$ cat src/rtl/core/owbg_queue.sv
// ----------------------------------------------------------------------------
// owbg_queue
// Small synchronous queue with push/full and pop/empty sides.
// ----------------------------------------------------------------------------
module owbg_queue #(
    parameter int W     = 8,
    parameter int DEPTH = 2
) (
    input  logic         clk,
    input  logic         rst_n,
    input  logic         push,
    input  logic [W-1:0] wdata,
    output logic         full,
    input  logic         pop,
    output logic [W-1:0] rdata,
    output logic         empty
);
    localparam int AW = (DEPTH > 1) ? $clog2(DEPTH) : 1;

    logic [W-1:0]  mem [DEPTH];
    logic [AW-1:0] wr_ptr_reg;
    logic [AW-1:0] rd_ptr_reg;
    logic [AW:0]   count_reg;
    logic          do_push;
    logic          do_pop;

    assign full    = (count_reg == (AW+1)'(DEPTH));
    assign empty   = (count_reg == '0);
    assign do_push = push && !full;
    assign do_pop  = pop && !empty;
    assign rdata   = mem[rd_ptr_reg];

    always_ff @(posedge clk)
    begin
        if (do_push)
        begin
            mem[wr_ptr_reg] <= wdata;
        end
    end

    always_ff @(posedge clk or negedge rst_n)
    begin
        if (!rst_n)
        begin
            wr_ptr_reg <= '0;
            rd_ptr_reg <= '0;
            count_reg  <= '0;
        end
        else
        begin
            if (do_push)
            begin
                wr_ptr_reg <= (wr_ptr_reg == AW'(DEPTH - 1)) ? '0 : wr_ptr_reg + 1'b1;
            end
            if (do_pop)
            begin
                rd_ptr_reg <= (rd_ptr_reg == AW'(DEPTH - 1)) ? '0 : rd_ptr_reg + 1'b1;
            end
            if (do_push && !do_pop)
            begin
                count_reg <= count_reg + 1'b1;
            end
            else if (do_pop && !do_push)
            begin
                count_reg <= count_reg - 1'b1;
            end
        end
    end
endmodule

$ cat config.mk
export PLATFORM = sky130hd
export DESIGN_NAME = owbg_queue
export DESIGN_NICKNAME = d
export VERILOG_FILES = /design/src/rtl/core/owbg_queue.sv
export SDC_FILE = /design/constraint.sdc
export NUM_CORES = 1
export LEC_CHECK = 0
export ABC_AREA = 1
export BUFFER_PORTS_ARGS = -buffer_cell sky130_fd_sc_hd__buf_2
export CORE_UTILIZATION = 45
export CTS_CLUSTER_DIAMETER = 120
export DETAILED_ROUTE_END_ITERATION = 12
export GPL_TIMING_DRIVEN = 0
export PLACE_DENSITY = 0.72
export SLEW_MARGIN = 30
export SYNTH_ARGS = -nofsm -noshare
export SYNTH_HDL_FRONTEND = slang
export SYNTH_SLANG_ARGS = --single-unit
export TNS_END_PERCENT = 30
$ cat constraint.sdc
create_clock -name clk -period 4.2 [get_ports clk]
set_input_delay 0.21 -clock clk [delete_from_list [all_inputs] [get_ports clk]]
set_output_delay 0.21 -clock clk [all_outputs]
set_load 0.02 [all_outputs]
==> reports/qor.tcl <==
set qor(layout-area-overhead-vs-synth_pct) 24.4
set qor(totalNegativeSetupSlack_ns) 0
set qor(synth_simple_gate_area_frac) 0.201
set qor(finalSetupViolations) 0
set qor(clk_latency_ns) 0.30
set qor(slowest_stage) {sky130_fd_sc_hd__nor2_1}
set qor(layout_setup_ws_ns) 2.60
set qor(grt_use_met1) 0.172
set qor(seq_area_sq_um) 581
set qor(clock.fmax_mhz) 627
set qor(worst_r2r_src) {count_reg[1]}
set qor(cts_max_level) 1
set qor(post_drt_wl_per_cell_microns) 10.9
set qor(post_route_cell_area_sq_um) 1010
set qor(synth_top_family_by_area) {simple AND/OR/NAND/NOR gates}
set qor(cts_resized) 0
set qor(path_clk_slew_ns) 0.11
set qor(critPathMaxFanout) 8
set qor(drc) 0
set qor(grt.total_usage) 0.162
set qor(antenna_cells_inserted) 0
set qor(largest_area_contributor_in_the_netlist) {sky130_fd_sc_hd__edfxtp_1}
set qor(drv.max_cap_violation_count) 0
set qor(endpoint_kind) {flop}
set qor(critical_path.startpoint_type) {flop}
set qor(cts_num_sinks) 20
set qor(first_global_vias) 563
set qor(multi_input_area_sq_um) 194
set qor(fillerInstances) 119
set qor(horizontal_extent_of_the_die_microns) 44.4
set qor(rsz_0062_raised_after_global_routing) {false}
set qor(fp-row-count) 14
set qor(max-slew-margin-rel) 0.526
set qor(chipHeight_microns) 44.4
set qor(use_met2) 0.297
set qor(num_io_pins) 22
set qor(buffer_ports.inserted) 21
set qor(timing.critical_path.cells) {inv_1 > o21ai_0 > nor2_1}
set qor(hold_path_depth) 1
set qor(drv_slew) 0
set qor(post_synth_fa_ha_maj_area_fraction) 0.0155
set qor(die_area_sq_um) 1970
set qor(antenna_violating_nets_post_route) 0
set qor(antenna_found_initial) 0
set qor(via_per_inst) 4.72
set qor(worst_pin_slew_ns) 0.708
set qor(regToRegEndpoint) {mem[1][7]}
set qor(final_min_period_over_clock_period) 0.380
set qor(start_util) 0.508
set qor(postSynthAreaPerCell_sq_um) 11.1
set qor(cpPeakStageDelay_ns) 0.57
set qor(postSynthNetCount) 86
set qor(peakVddDrop_v) 0.000469
set qor(inserted_clock_buffers) 3
set qor(timing_hold_violations_final) 0
set qor(global_route.usage.met3) 0.0286
set qor(synth.area.mux_share) 0
set qor(core_region_area_sq_um) 1590
set qor(initialDrtViolationCount) 14
set qor(worstRegToRegCells) 3
set qor(grt_first_pass_wirelength_mm) 2.18
set qor(static_leakage_nw) 0.481
set qor(critical_path.top_delay_family) {simple AND/OR/NAND/NOR gates}
set qor(preCtsSetupSlack_ns) 2.60
set qor(reg2reg_setup_slack_ns) 2.60
set qor(clock_tree.buffer_depth) 2
set qor(synth_xor_area_frac) 0.0108
set qor(detailedRoute.firstPassIterationCount) 4
set qor(path_buf_inv) 1
set qor(yosys.cell_types.count) 14
set qor(status) {finished clean}
set qor(fin_worst_skew_ns) 0.00149
set qor(synth_area_leaders) {sky130_fd_sc_hd__edfxtp_1 (59%), sky130_fd_sc_hd__nand2_1 (15%), sky130_fd_sc_hd__dfrtp_1 (12%)}
set qor(layout.cells.non_filler) 123
set qor(yosys_register_bits) 20
set qor(synth-warning-count) 0
set qor(fraction_of_final_layout_cells_sized_beyond_drive_strength_1) 0.293
set qor(largest_register_ff_count) 16
set qor(post_synthesis_instance_area_sq_um) 810
set qor(gp_congestion) 0.800
set qor(layout_min_cycle_time_ns) 1.60
set qor(seq_area_frac_synth) 0.717
set qor(cts_tree) {built}
set qor(grt-ovfl-total) 0
set qor(routed_wirelength_mm) 1.34
set qor(post-synth-top-area-fraction) 0.594
set qor(hold_class) {input port to flop}
set qor(timing_worst_setup_path_type) {flop to flop}
set qor(dpl-instance-area_sq_um) 945
set qor(place_hpwl_microns) 962
set qor(syn_inst) 73
set qor(min_from) {wdata[4]}
set qor(gr-max-usage-layer) {met2}
set qor(cp_data_required_time_ns) 4.15
set qor(power.density_cell_area_nw_per_um2) 739
set qor(ctsRootBufferMaster) {sky130_fd_sc_hd__clkbuf_4}
set qor(pin_count_of_the_biggest_net_entering_global_routing) 13
set qor(share_of_the_synthesized_area_in_compound_gates_ao_oa_aoi_oai) 0.0124
set qor(hold-path-endpoint) {mem[1][4]}
set qor(design.final.nets) 113
set qor(worstPathArrival_ns) 1.54
set qor(place_inst) 118
set qor(totalPowerFinal_uw) 744
set qor(routed-via-count) 581
-- power breakdown --
part | switching (mW) | total, mW | internal, mW
Sequential | 0.0257 | 0.301 | 0.275
Combinational | 0.196 | 0.289 | 0.0923
Clock | 0.0579 | 0.154 | 0.0965
-- Yosys cell counts, drive strengths merged --
cell type  count
xnor2          1
dfrtp          4
ha             1
buf            1
nand4          1
inv            8
edfxtp        16
nand2         33
nor2           4
nand3          1
o21ai          2
nand3b         1
-- metrics by stage --
step | hold slack, ns | util
detailed placement | 0.0215 | 0.593
floorplan | -0.0856 | -
global route | 0.0849 | 0.632
CTS | 0.0838 | 0.632
finish | 0.0900 | 0.632
global placement | 0.0219 | 0.593
-- repair_timing --
item	in CTS	in global routing
hold buffers	1	0
setup buffers	0	0
endpoints found under the hold margin	4	0
endpoints found under the setup margin	0	0
-- cell families after synthesis --
kind of cell / Yosys count
adder cells (fa/ha/maj): 1
flip-flops: 20
AO/OA/AOI/OAI: 2
AND/OR/NAND/NOR: 40
buffers and inverters: 9
XOR/XNOR: 1
-- worst max-delay path by stage --
stage,from,endpoint,slack [ns],cells after the start
2_1_floorplan,count_reg[0],count_reg[1],2.80,7
3_3_place_gp,count_reg[1],mem[1][5],2.64,3
3_5_place_dp,count_reg[1],mem[1][5],2.60,3
4_1_cts,count_reg[1],mem[1][5],2.57,3
5_1_grt,count_reg[1],mem[1][3],2.45,3
6_report,count_reg[1],mem[1][7],2.60,3
-- metal layers --
metal	wire, microns	vias to the layer above
met5	0	-
li1	-	288
met4	40	0
met3	59	5
met2	672	23
met1	569	265
-- area by class of cell --
type                    instances  share of cell area
repair buffers                 22               0.114
flip-flops and latches         20               0.576
well taps                      24              0.0298
plain buffers                   1             0.00497
clock inverters                 1              0.0298
clock buffers                   3              0.0224
inverters                       8              0.0298
multi-input cells              44               0.193
-- cells in the final DEF, fill, tap and decap left out, drive strengths merged --
cell	instances
dlygate4sd3	1
xnor2	1
nand4	1
nand2	33
edfxtp	16
nand3	1
clkbuf	3
ha	1
nand3b	1
inv	8
dfrtp	4
bufinv	1
buf	22
nor2	4
o21ai	2
Note: power is estimated with default switching activity, not from simulation.
