**config.mk**
```make
export PLATFORM = sky130hd
export DESIGN_NAME = owbg_front
export DESIGN_NICKNAME = d
export VERILOG_FILES = /design/src/rtl/core/owbg_pkg.sv /design/src/rtl/core/owbg_front.sv
export SDC_FILE = /design/constraint.sdc
export NUM_CORES = 1
export LEC_CHECK = 0
export ABC_AREA = 1
export ABC_CLOCK_PERIOD_IN_PS = 2960
export BUFFER_PORTS_ARGS = -buffer_cell sky130_fd_sc_hd__buf_2
export CAP_MARGIN = 25
export CORE_MARGIN = 2
export CORE_UTILIZATION = 30
export DETAILED_ROUTE_END_ITERATION = 8
export PLACE_DENSITY = 0.72
export SLEW_MARGIN = 40
export SYNTH_ARGS = -nofsm -noshare
export SYNTH_HDL_FRONTEND = slang
export SYNTH_SLANG_ARGS = --single-unit
export TNS_END_PERCENT = 1
```
**constraint.sdc**
```tcl
create_clock -name vclk -period 2.96
set_clock_uncertainty 0.2 [all_clocks]
set_input_delay 0.148 -clock vclk [all_inputs]
set_output_delay 0.148 -clock vclk [all_outputs]
set_load 0.01 [all_outputs]
```
**src/rtl/core/owbg_pkg.sv**
```systemverilog
// ----------------------------------------------------------------------------
// owbg_pkg
// Shared types and constants for the white-balance gain calibration unit.
// ----------------------------------------------------------------------------
package owbg_pkg;

    localparam int LEVEL_W = 8;
    localparam int GOLD_W  = 12;
    localparam int GAIN_W  = 16;
    localparam int CFG_IDX_W = 2;

    localparam logic [CFG_IDX_W-1:0] REG_GOLDEN_RED   = 2'd0;
    localparam logic [CFG_IDX_W-1:0] REG_GOLDEN_BLUE  = 2'd1;
    localparam logic [CFG_IDX_W-1:0] REG_GOLDEN_GREEN = 2'd2;

    localparam logic [GOLD_W-1:0] GOLDEN_RED_RST   = 12'd620;
    localparam logic [GOLD_W-1:0] GOLDEN_BLUE_RST  = 12'd719;
    localparam logic [GOLD_W-1:0] GOLDEN_GREEN_RST = 12'd1024;

    localparam logic [GAIN_W-1:0] UNITY_GAIN = 16'h0100;

    // Ratio stage widths: measured ratios are 18 bits, golden ratios 22 bits,
    // correction ratios 31 bits, gain quotients 39 bits.
    localparam int CUR_W   = 18;
    localparam int GOLDR_W = 22;
    localparam int CORR_W  = 31;
    localparam int GQ_W    = 39;

    // 0x100 * 512 as a numerator of the final division.
    localparam logic [GQ_W-1:0] UNITY_X_ONE = 39'd131072;

    typedef struct packed {
        logic [LEVEL_W-1:0] red;
        logic [LEVEL_W-1:0] blue;
        logic [LEVEL_W-1:0] green;
        logic               green_zero;
    } front_item_t;

    typedef struct packed {
        logic [GAIN_W-1:0] red_gain;
        logic [GAIN_W-1:0] green_gain;
        logic [GAIN_W-1:0] blue_gain;
        logic              apply_ok;
        logic              status;
    } result_t;

    typedef struct packed {
        logic              fault;
        logic              red_ge_one;
        logic              blue_ge_one;
        logic              red_zero;
        logic              blue_zero;
        logic [GAIN_W-1:0] red_half;
        logic [GAIN_W-1:0] blue_half;
    } side_t;

endpackage

```
**src/rtl/core/owbg_front.sv**
```systemverilog
// ----------------------------------------------------------------------------
// owbg_front
// Front end: averages the greens and flags a zero green average.
// ----------------------------------------------------------------------------
module owbg_front (
    input  logic [owbg_pkg::LEVEL_W-1:0] red_level,
    input  logic [owbg_pkg::LEVEL_W-1:0] blue_level,
    input  logic [owbg_pkg::LEVEL_W-1:0] green_red_level,
    input  logic [owbg_pkg::LEVEL_W-1:0] green_blue_level,
    output owbg_pkg::front_item_t         item
);
    import owbg_pkg::*;

    logic [LEVEL_W:0] green_sum;

    assign green_sum       = {1'b0, green_red_level} + {1'b0, green_blue_level};
    assign item.red        = red_level;
    assign item.blue       = blue_level;
    assign item.green      = green_sum[LEVEL_W:1];
    assign item.green_zero = (green_sum[LEVEL_W:1] == '0);
endmodule

```
==> results of run 1 <==
how the worst max path moves through the flow:
stage | from | endpoint | slack [ns] | cells after the start
final | green_red_level[1] | item[0] | 1.06 | 13
after global placement | green_red_level[1] | item[0] | 1.07 | 13
after CTS | green_red_level[1] | item[0] | 1.03 | 13
after floorplan | green_red_level[1] | item[0] | 1.30 | 11
after global routing | green_red_level[1] | item[0] | 0.89 | 13
after detailed placement | green_red_level[1] | item[0] | 1.03 | 13
area by class of cell:
class              count  area share (%)
inverters             18           10.71
multi-input cells     68           64.09
well taps             27           5.357
repair buffers        25           19.84
logic make-up after synthesis:
kind of cell / after synthesis / synth area share, %
fa+ha+maj: 8 / 18.18
xor+xnor: 1 / 1.480
simple gates: 54 / 42.92
buf+inv: 34 / 31.71
compound gates: 5 / 5.710
cells in the final DEF (no fill, tap or decap):
cell type,n
o21a_1,1
nand2_1,27
nand4_2,1
inv_1,16
a21oi_1,2
nor2_1,5
ha_1,7
nand2_2,7
fa_1,1
xnor2_1,1
a21oi_2,1
inv_2,2
nand4_1,2
a21o_1,1
buf_2,25
nor2_2,4
nand3_1,8
per-layer routing:
metal,share of wire [%],vias to the layer above,GRT usage [%]
li1,-,317,-
met1,38,275,10.27
met2,54,21,21.76
met3,5.5,8,1.543
met4,2.7,0,3.810
met5,0,-,0
critical path, cell delays in order:
cell,delay [ns]
buf_2,0.09
inv_1,0.05
fa_1,0.45
inv_1,0.10
nand2_1,0.05
nand2_1,0.09
nand3_1,0.07
nand2_1,0.09
nand2_1,0.07
nor2_2,0.09
nand2_1,0.06
nor2_2,0.06
buf_2,0.12
through the flow:
step	cell area (um^2)	cells
2_1_floorplan	591.8	102
3_3_place_gp	630.6	138
3_5_place_dp	630.6	138
4_1_cts	630.6	138
5_1_grt	630.6	138
6_report	630.6	138
power groups by stage:
stage | registers, mW | clock network (mW) | logic, mW
after global routing | 0 | 0 | 0.154
after CTS | 0 | 0 | 0.138
after detailed placement | 0 | 0 | 0.137
final | 0 | 0 | 0.136
after global placement | 0 | 0 | 0.135
after floorplan | 0 | 0 | 0.116
==> flow_summary_export.csv, run 1 <==
group,metric,value,unit
status,status,"completed",
routing,drc_errors,0,
finish,multi_input_area,404.1,um^2
finish,synthToLayoutAreaGrowth,6.554,%
timing,finalSetupViolCount,0,
clock_network,cts_hold_buffers,0,
clock_network,ctsResizeCount,0,
yosys,synth_common_cells,"nand2_1 (27), buf_4 (16), inv_1 (16), nand3_1 (8)",
timing,period_minus_slack,1.904,ns
finish,clkbuf_count,0,
finish,drive_gt1_share,36.04,%
timing,slew_headroom,80.28,%
run,maxCapViolCount,0,
die,die-height,48.42,um
die,coreArea,1902,um^2
yosys,ys_types,17,
placement,place_hpwl,1.164,mm
die,initial_utilization,31.12,%
pwr,comb_power_share,100.0,%
yosys,yosysTopAreaCellShare,20.30,%
critical_path,crit_fanout,3,
yosys,synth-seq-area-share,0,%
placement,place.gp.congestion,0.7377,
timing,hold_violations,0,
critical_path,required,2.61,ns
pwr,seqPwrFrac,0,%
timing,finalCritPeriodShare,64.33,%
timing,tightest_slew,0.2958,ns
finish,seq_cells,0,
routing,wl_per_cell,9.167,um
routing,vias,621,
die,rows,16,
hold_path,hp-class,"in2out",
finish,num_antenna_cells,0,
yosys,ys_warn_count,0,
routing,wl,1.265,mm
yosys,yosys.area.top_type,"buf_4",
routing,antenna_left,0,
yosys,yosysMostFrequentCell,"nand2_1",
grt,grt.total_usage,10.50,%
critical_path,cp-end-kind,"output pin",
finish,seq_area,0,um^2
routing,initialDrtViolationCount,4,
grt,grt_pass1_vias,602,
yosys,synth_nets,142,
yosys,synth_area_leaders,"buf_4 (20%), nand2_1 (17%), ha_1 (15%), inv_1 (10%), nand2_2 (7.4%)",
pwr,vdd_ir_drop_max,53.08,uV
pwr,clkPwrFrac,0,%
die,io_pins,57,
routing,post_drt_via_cell_ratio,4.500,
grt,overflow,0,
timing,fin_setup_tns,0,ns
timing,max_freq,525.2,MHz
placement,io_buffers,25,
pwr,p_switching,80.72,uW
critical_path,start_kind,"primary input",
yosys,postSynthCellCount,102,
critical_path,crit_type,"in2out",
finish,fin_nets,153,
hold_path,hold-path-cell-count,0,
hold_path,min-delay-start,"red_level[0]",
clock_network,cts_setup_buffers,0,
placement,place_ws,1.032,ns
grt,grt_max_degree,7,
yosys,netlist_area,591.8,um^2
pwr,power_density,216.3,nW/um^2
hold_path,hold-path-endpoint,"item[17]",
pwr,switching_share,59.17,%
pwr,power,136.4,uW
grt,antenna_found_initial,0,
timing,rsz0062_at_grt,"false",
timing,timing.final.ws_setup,1.056,ns
finish,fillers,216,
timing,whs,0.09600,ns
timing,drv_slew,0,
finish,final_util,33.16,%
critical_path,arrival,1.56,ns
grt,grt_pass1_wl,2.118,mm
routing,first_pass_iters,3,
die,die-area,2344,um^2
yosys,syn_area_per_cell,5.802,um^2
pwr,p_int,55.69,uW
die,dieWidth,48.42,um
pwr,p_leak,0.4086,nW
Power figures use the tool's default switching activity.
==> inputs of run 2 (changes only) <==
- ABC_AREA: 1 -> 0
- ABC_CLOCK_PERIOD_IN_PS: 2960 -> 1680
- PLACE_DENSITY: 0.72 -> 0.81
- clock period: 2.96 -> 1.68 ns (I/O delays scaled with it)
==> run 2 against run 1 <==
Compared with the run above:
- the flow now finishes with violations (negative setup slack)
- largest power group unchanged
- wire length rose by 8.4%
- worst setup slack got worse by 1.5 ns
- critical endpoint unchanged
- via count fell by 6.6%
- global-route usage rose by 3.2 points
- sequential cell count did not move
- worst hold slack improved by 0.34 ns
- first-iteration DRC count rose by 25%
- combinational power rose to 2.8 times the previous value
- final cell count fell by 11%
- area after synthesis fell by 19%
- critical path depth fell by 5
- critical path type unchanged
- count of clock-buffer cells in the layout did not move
==> flow_summary_export.csv, run 2 <==
group,metric,value,unit
grt,grt_max_degree,6,
timing,max_freq,465.8,MHz
die,io_pins,57,
routing,drc_errors,0,
critical_path,cp-startpoint,"green_red_level[1]",
critical_path,arrival,1.86,ns
pwr,power_density,423.9,nW/um^2
hold_path,hp-class,"in2out",
pwr,seqPwrFrac,0,%
status,violations,"negative setup slack",
die,initial_utilization,31.89,%
grt,grt_pass1_vias,544,
timing,finalSetupViolCount,5,
yosys,ys_types,26,
yosys,syn_area_per_cell,7.626,um^2
finish,num_antenna_cells,0,
routing,vias,580,
die,dieWidth,44.02,um
finish,fin_nets,149,
yosys,synth-seq-area-share,0,%
routing,initialDrtViolationCount,5,
critical_path,required,1.40,ns
critical_path,crit_type,"in2out",
grt,antenna_found_initial,0,
routing,wl,1.371,mm
grt,grt_pass1_wl,2.111,mm
pwr,power,380.3,uW
finish,synthToLayoutAreaGrowth,86.72,%
hold_path,min-delay-start,"green_blue_level[7]",
yosys,postSynthCellCount,63,
timing,tightest_slew,0.4028,ns
placement,place.gp.congestion,0.7834,
run,maxCapViolCount,0,
placement,io_buffers,25,
finish,final_cell_mix,"buf_2 (25), buf_4 (20), dlygate4sd3_1 (16), ha_1 (6), inv_1 (4)",
routing,wl_per_cell,11.15,um
finish,drive_gt1_share,55.14,%
routing,post_drt_via_cell_ratio,4.715,
pwr,clkPwrFrac,0,%
placement,placed_area,689.4,um^2
die,coreArea,1506,um^2
critical_path,start_kind,"primary input",
grt,overflow,0,
pwr,vdd_ir_drop_max,240.2,uV
finish,seq_cells,0,
timing,fin_setup_tns,-1.117,ns
timing,rsz0062_at_grt,"true",
pwr,p_int,205.1,uW
die,die-height,44.02,um
timing,drv_slew,0,
timing,timing.final.ws_setup,-0.4669,ns
timing,hold_violations,0,
yosys,synth_nets,103,
timing,slew_headroom,73.05,%
finish,clkbuf_count,0,
finish,final_area,897.1,um^2
timing,period_minus_slack,2.147,ns
critical_path,cp-end-kind,"output pin",
grt,grt.total_usage,13.65,%
routing,antenna_left,0,
finish,fillers,134,
die,rows,14,
finish,multi_input_area,422.9,um^2
status,status,"complete, but fails checks",
placement,place_ws,-0.5391,ns
yosys,yosysMostFrequentCell,"buf_4",
pwr,switching_share,46.06,%
critical_path,crit_fanout,2,
die,die-area,1938,um^2
yosys,synth_area_leaders,"buf_4 (25%), ha_1 (18%), xnor2_1 (9.1%), fa_1 (4.2%), inv_1 (3.9%)",
yosys,netlist_area,480.5,um^2
yosys,yosysTopAreaCellShare,25.00,%
finish,mostFrequentLayoutCell,"buf_2",
timing,finalCritPeriodShare,127.8,%
finish,seq_area,0,um^2
pwr,comb_power_share,100.0,%
placement,place_hpwl,1.019,mm
finish,finalNonFillerCells,123,
placement,dp_cells,107,
yosys,yosys.area.top_type,"buf_4",
pwr,p_switching,175.2,uW
pwr,p_leak,0.4639,nW
yosys,synth_common_cells,"buf_4 (16), ha_1 (7), inv_1 (5), xnor2_1 (5)",
routing,first_pass_iters,4,
yosys,ys_warn_count,0,
run 2: changes by cell type after synthesis, sizes merged, moves of 4 or more:
cell,before,now
nand3,8,0
nor2,9,3
xnor2,1,5
nand2,34,3
inv,18,5
run 2: layer usage:
metal | part of all wire, % | vias up | global-route usage, %
li1 | - | 294 | -
met1 | 36 | 254 | 15.17
met2 | 56 | 32 | 28.24
met3 | 7.9 | 0 | 0.4082
met4 | 0 | 0 | 2.424
met5 | 0 | - | 0
run 2: what timing repair did:
item / CTS / global route
resized for setup: 9 / 1
pin swaps: 3 / 0
buffers inserted: 0 / 0
hold buffers: 16 / 0
endpoints found under the hold margin: 16 / 0
setup endpoints to repair: 5 / 5
run 2: power by group through the flow:
stage	sequential (mW)	combinational [mW]	clock, mW
finish	0	0.380	0
floorplan	0	0.200	0
detailed placement	0	0.311	0
global route	0	0.412	0
CTS	0	0.380	0
global placement	0	0.306	0
run 2: logic make-up after synthesis:
| group | after synthesis | synth area share [%] |
|---|---|---|
| buffers and inverters | 22 | 29.69 |
| XOR/XNOR | 6 | 10.94 |
| adder cells (fa/ha/maj) | 8 | 22.40 |
| AND/OR/NAND/NOR | 12 | 14.06 |
| AO/OA/AOI/OAI | 15 | 22.92 |
run 2: stage by stage:
stage	hold WS, ns	utilization, %
5_1_grt	0.5002	59.55
3_5_place_dp	-0.03193	45.76
3_3_place_gp	-0.03193	45.76
6_report	0.4348	59.55
2_1_floorplan	0.05977	-
4_1_cts	0.4353	59.55
run 2: critical path, cell delays in order:
cell     delay [ns]
buf_2          0.09
inv_2          0.04
fa_2           0.54
inv_1          0.05
a211o_1        0.22
or4_4          0.55
nor4_4         0.13
buf_2          0.16
run 2: worst paths after layout:
| kind | slack (ns) | to | cells past startpoint |
|---|---|---|---|
| setup / recovery | -0.47 | item[0] | 8 |
| hold / removal | 0.43 | item[8] | 5 |
run 2: final cells by class:
| class | count | area share, % |
|---|---|---|
| well taps | 16 | 2.232 |
| inverters | 5 | 2.092 |
| repair buffers | 61 | 48.54 |
| multi-input cells | 41 | 47.14 |
==> inputs of run 3 (changes only) <==
- ABC_AREA: 0 -> 1
- MAX_ROUTING_LAYER: not set -> met4
- PLACE_DENSITY: 0.81 -> 0.75
==> run 3 against run 2 <==
Compared with the run above:
- the flow still finishes with violations (negative setup slack)
- critical path type unchanged
- count of clock-buffer cells in the layout did not move
- cell area is 9.8% higher
- largest cell class is now multi-input combinational cells
- wire length increased by 28%
- sequential cell count stayed put
- die area grew 21%
- fmax increased by 25%
- global-route usage down 0.38 points
- first-iteration DRC count rose to 3.0 times the previous value
- final cell count grew 33%
==> flow_summary_export.csv, run 3 (synthesis results as in run 1) <==
group,metric,value,unit
timing,hold_violations,0,
pwr,comb_power_share,100.0,%
routing,wl,1.757,mm
finish,final_cell_mix,"buf_2 (23), nand2_1 (22), dlygate4sd3_1 (16), inv_1 (12), buf_4 (10)",
grt,grt_busiest_layer,"met2",
critical_path,cpPeakStageDelay,0.41,ns
die,dieWidth,48.42,um
grt,grt_pass1_wl,2.587,mm
finish,mostFrequentLayoutCell,"buf_2",
finish,seq_cells,0,
critical_path,slowest_stage,"fa_2",
die,rows,16,
pwr,p_leak,0.5393,nW
grt,global_route.usage.met1,12.17,%
hold_path,hp-class,"in2out",
critical_path,arrival,1.43,ns
die,coreArea,1902,um^2
finish,num_antenna_cells,0,
timing,period_minus_slack,1.713,ns
grt,overflow,0,
timing,tightest_slew,0.2179,ns
pwr,p_int,175.5,uW
die,initial_utilization,31.12,%
critical_path,start_kind,"primary input",
placement,place_ws,-0.1147,ns
finish,clkbuf_count,0,
critical_path,worstPathCellList,"buf_6 > nand2_4 > fa_2 > inv_2 > nand2_2 > nand2_2 > nand3_2 > nand2_2 > nand2_2 > nor2_2 > nand2_1 > nor2_2 > buf_2",
finish,seq_area,0,um^2
timing,finalSetupViolCount,2,
finish,final_util,51.78,%
critical_path,crit_type,"in2out",
status,violations,"negative setup slack",
die,die-height,48.42,um
pwr,seqPwrFrac,0,%
critical_path,cp-end-kind,"output pin",
pwr,vdd_ir_drop_max,124.0,uV
placement,dp_cells,146,
grt,grt_max_degree,7,
timing,slew_headroom,85.37,%
routing,post_drt_via_cell_ratio,4.695,
routing,first_pass_iters,4,
critical_path,crit_fanout,3,
status,status,"complete, but fails checks",
critical_path,cp.buffers_inverters,3,
routing,wl_per_cell,10.71,um
placement,place_hpwl,1.242,mm
finish,finalNonFillerCells,164,
pwr,clkPwrFrac,0,%
timing,timing.final.ws_setup,-0.03325,ns
pwr,switching_share,52.47,%
critical_path,crit_top_cell,"nand2_2",
grt,grt.total_usage,13.27,%
run,maxCapViolCount,0,
timing,finalCritPeriodShare,102.0,%
critical_path,crit_family,"simple AND/OR/NAND/NOR gates",
finish,drive_gt1_share,51.82,%
timing,max_freq,583.7,MHz
routing,initialDrtViolationCount,15,
timing,rsz0062_at_grt,"true",
grt,grt_pass1_vias,718,
die,die-area,2344,um^2
critical_path,required,1.40,ns
pwr,power_density,375.1,nW/um^2
grt,use_met2,27.08,%
finish,synthToLayoutAreaGrowth,66.38,%
die,io_pins,57,
finish,fin_nets,179,
routing,vias,770,
grt,antenna_found_initial,0,
placement,place.gp.congestion,0.7703,
routing,drc_errors,0,
routing,antenna_left,0,
pwr,p_switching,193.8,uW
grt,gr-usage-met3,0.9259,%
timing,drv_slew,0,
placement,io_buffers,25,
## run 3: what timing repair did
item / CTS / global route
setup buffers: 0 / 2
pin swaps: 7 / 15
endpoints found under the hold margin: 16 / 0
endpoints found under the setup margin: 1 / 2
gates resized for setup: 6 / 21
hold buffers: 16 / 0
## run 3: metrics by stage
stage | cell area (um^2) | power [mW] | TNS [ns] | hold WS [ns]
2_1_floorplan | 591.8 | 0.2048 | 0 | 0.05977
6_report | 984.7 | 0.3693 | -0.05987 | 0.4779
3_3_place_gp | 690.7 | 0.2576 | -0.05840 | -0.03193
5_1_grt | 984.7 | 0.4030 | -0.2248 | 0.5060
4_1_cts | 862.1 | 0.3142 | 0 | 0.5026
3_5_place_dp | 690.7 | 0.2661 | -0.1147 | -0.03193
## run 3: final timing paths
path,from,to,slack [ns],depth (start not counted)
setup / recovery,green_blue_level[0],item[0],-0.03,13
hold / removal,green_blue_level[2],item[2],0.48,4
## run 3: power groups by stage
stage | clock network (mW) | logic (mW) | registers (mW)
floorplan | 0 | 0.205 | 0
global placement | 0 | 0.258 | 0
detailed placement | 0 | 0.266 | 0
CTS | 0 | 0.314 | 0
global route | 0 | 0.403 | 0
finish | 0 | 0.369 | 0
## run 3: cell type report
type | instances | area, um^2
fillers | 177 | 917.1
multi-input cells | 68 | 510.5
inverters | 18 | 67.56
well taps | 27 | 33.78
repair buffers | 51 | 372.9
## run 3: layer usage
| metal | routed length [um] | share of wire, % |
|---|---|---|
| met1 | 607 | 35 |
| met2 | 1014 | 58 |
| met3 | 89 | 5.1 |
| met4 | 45 | 2.6 |
| met5 | 0 | 0 |
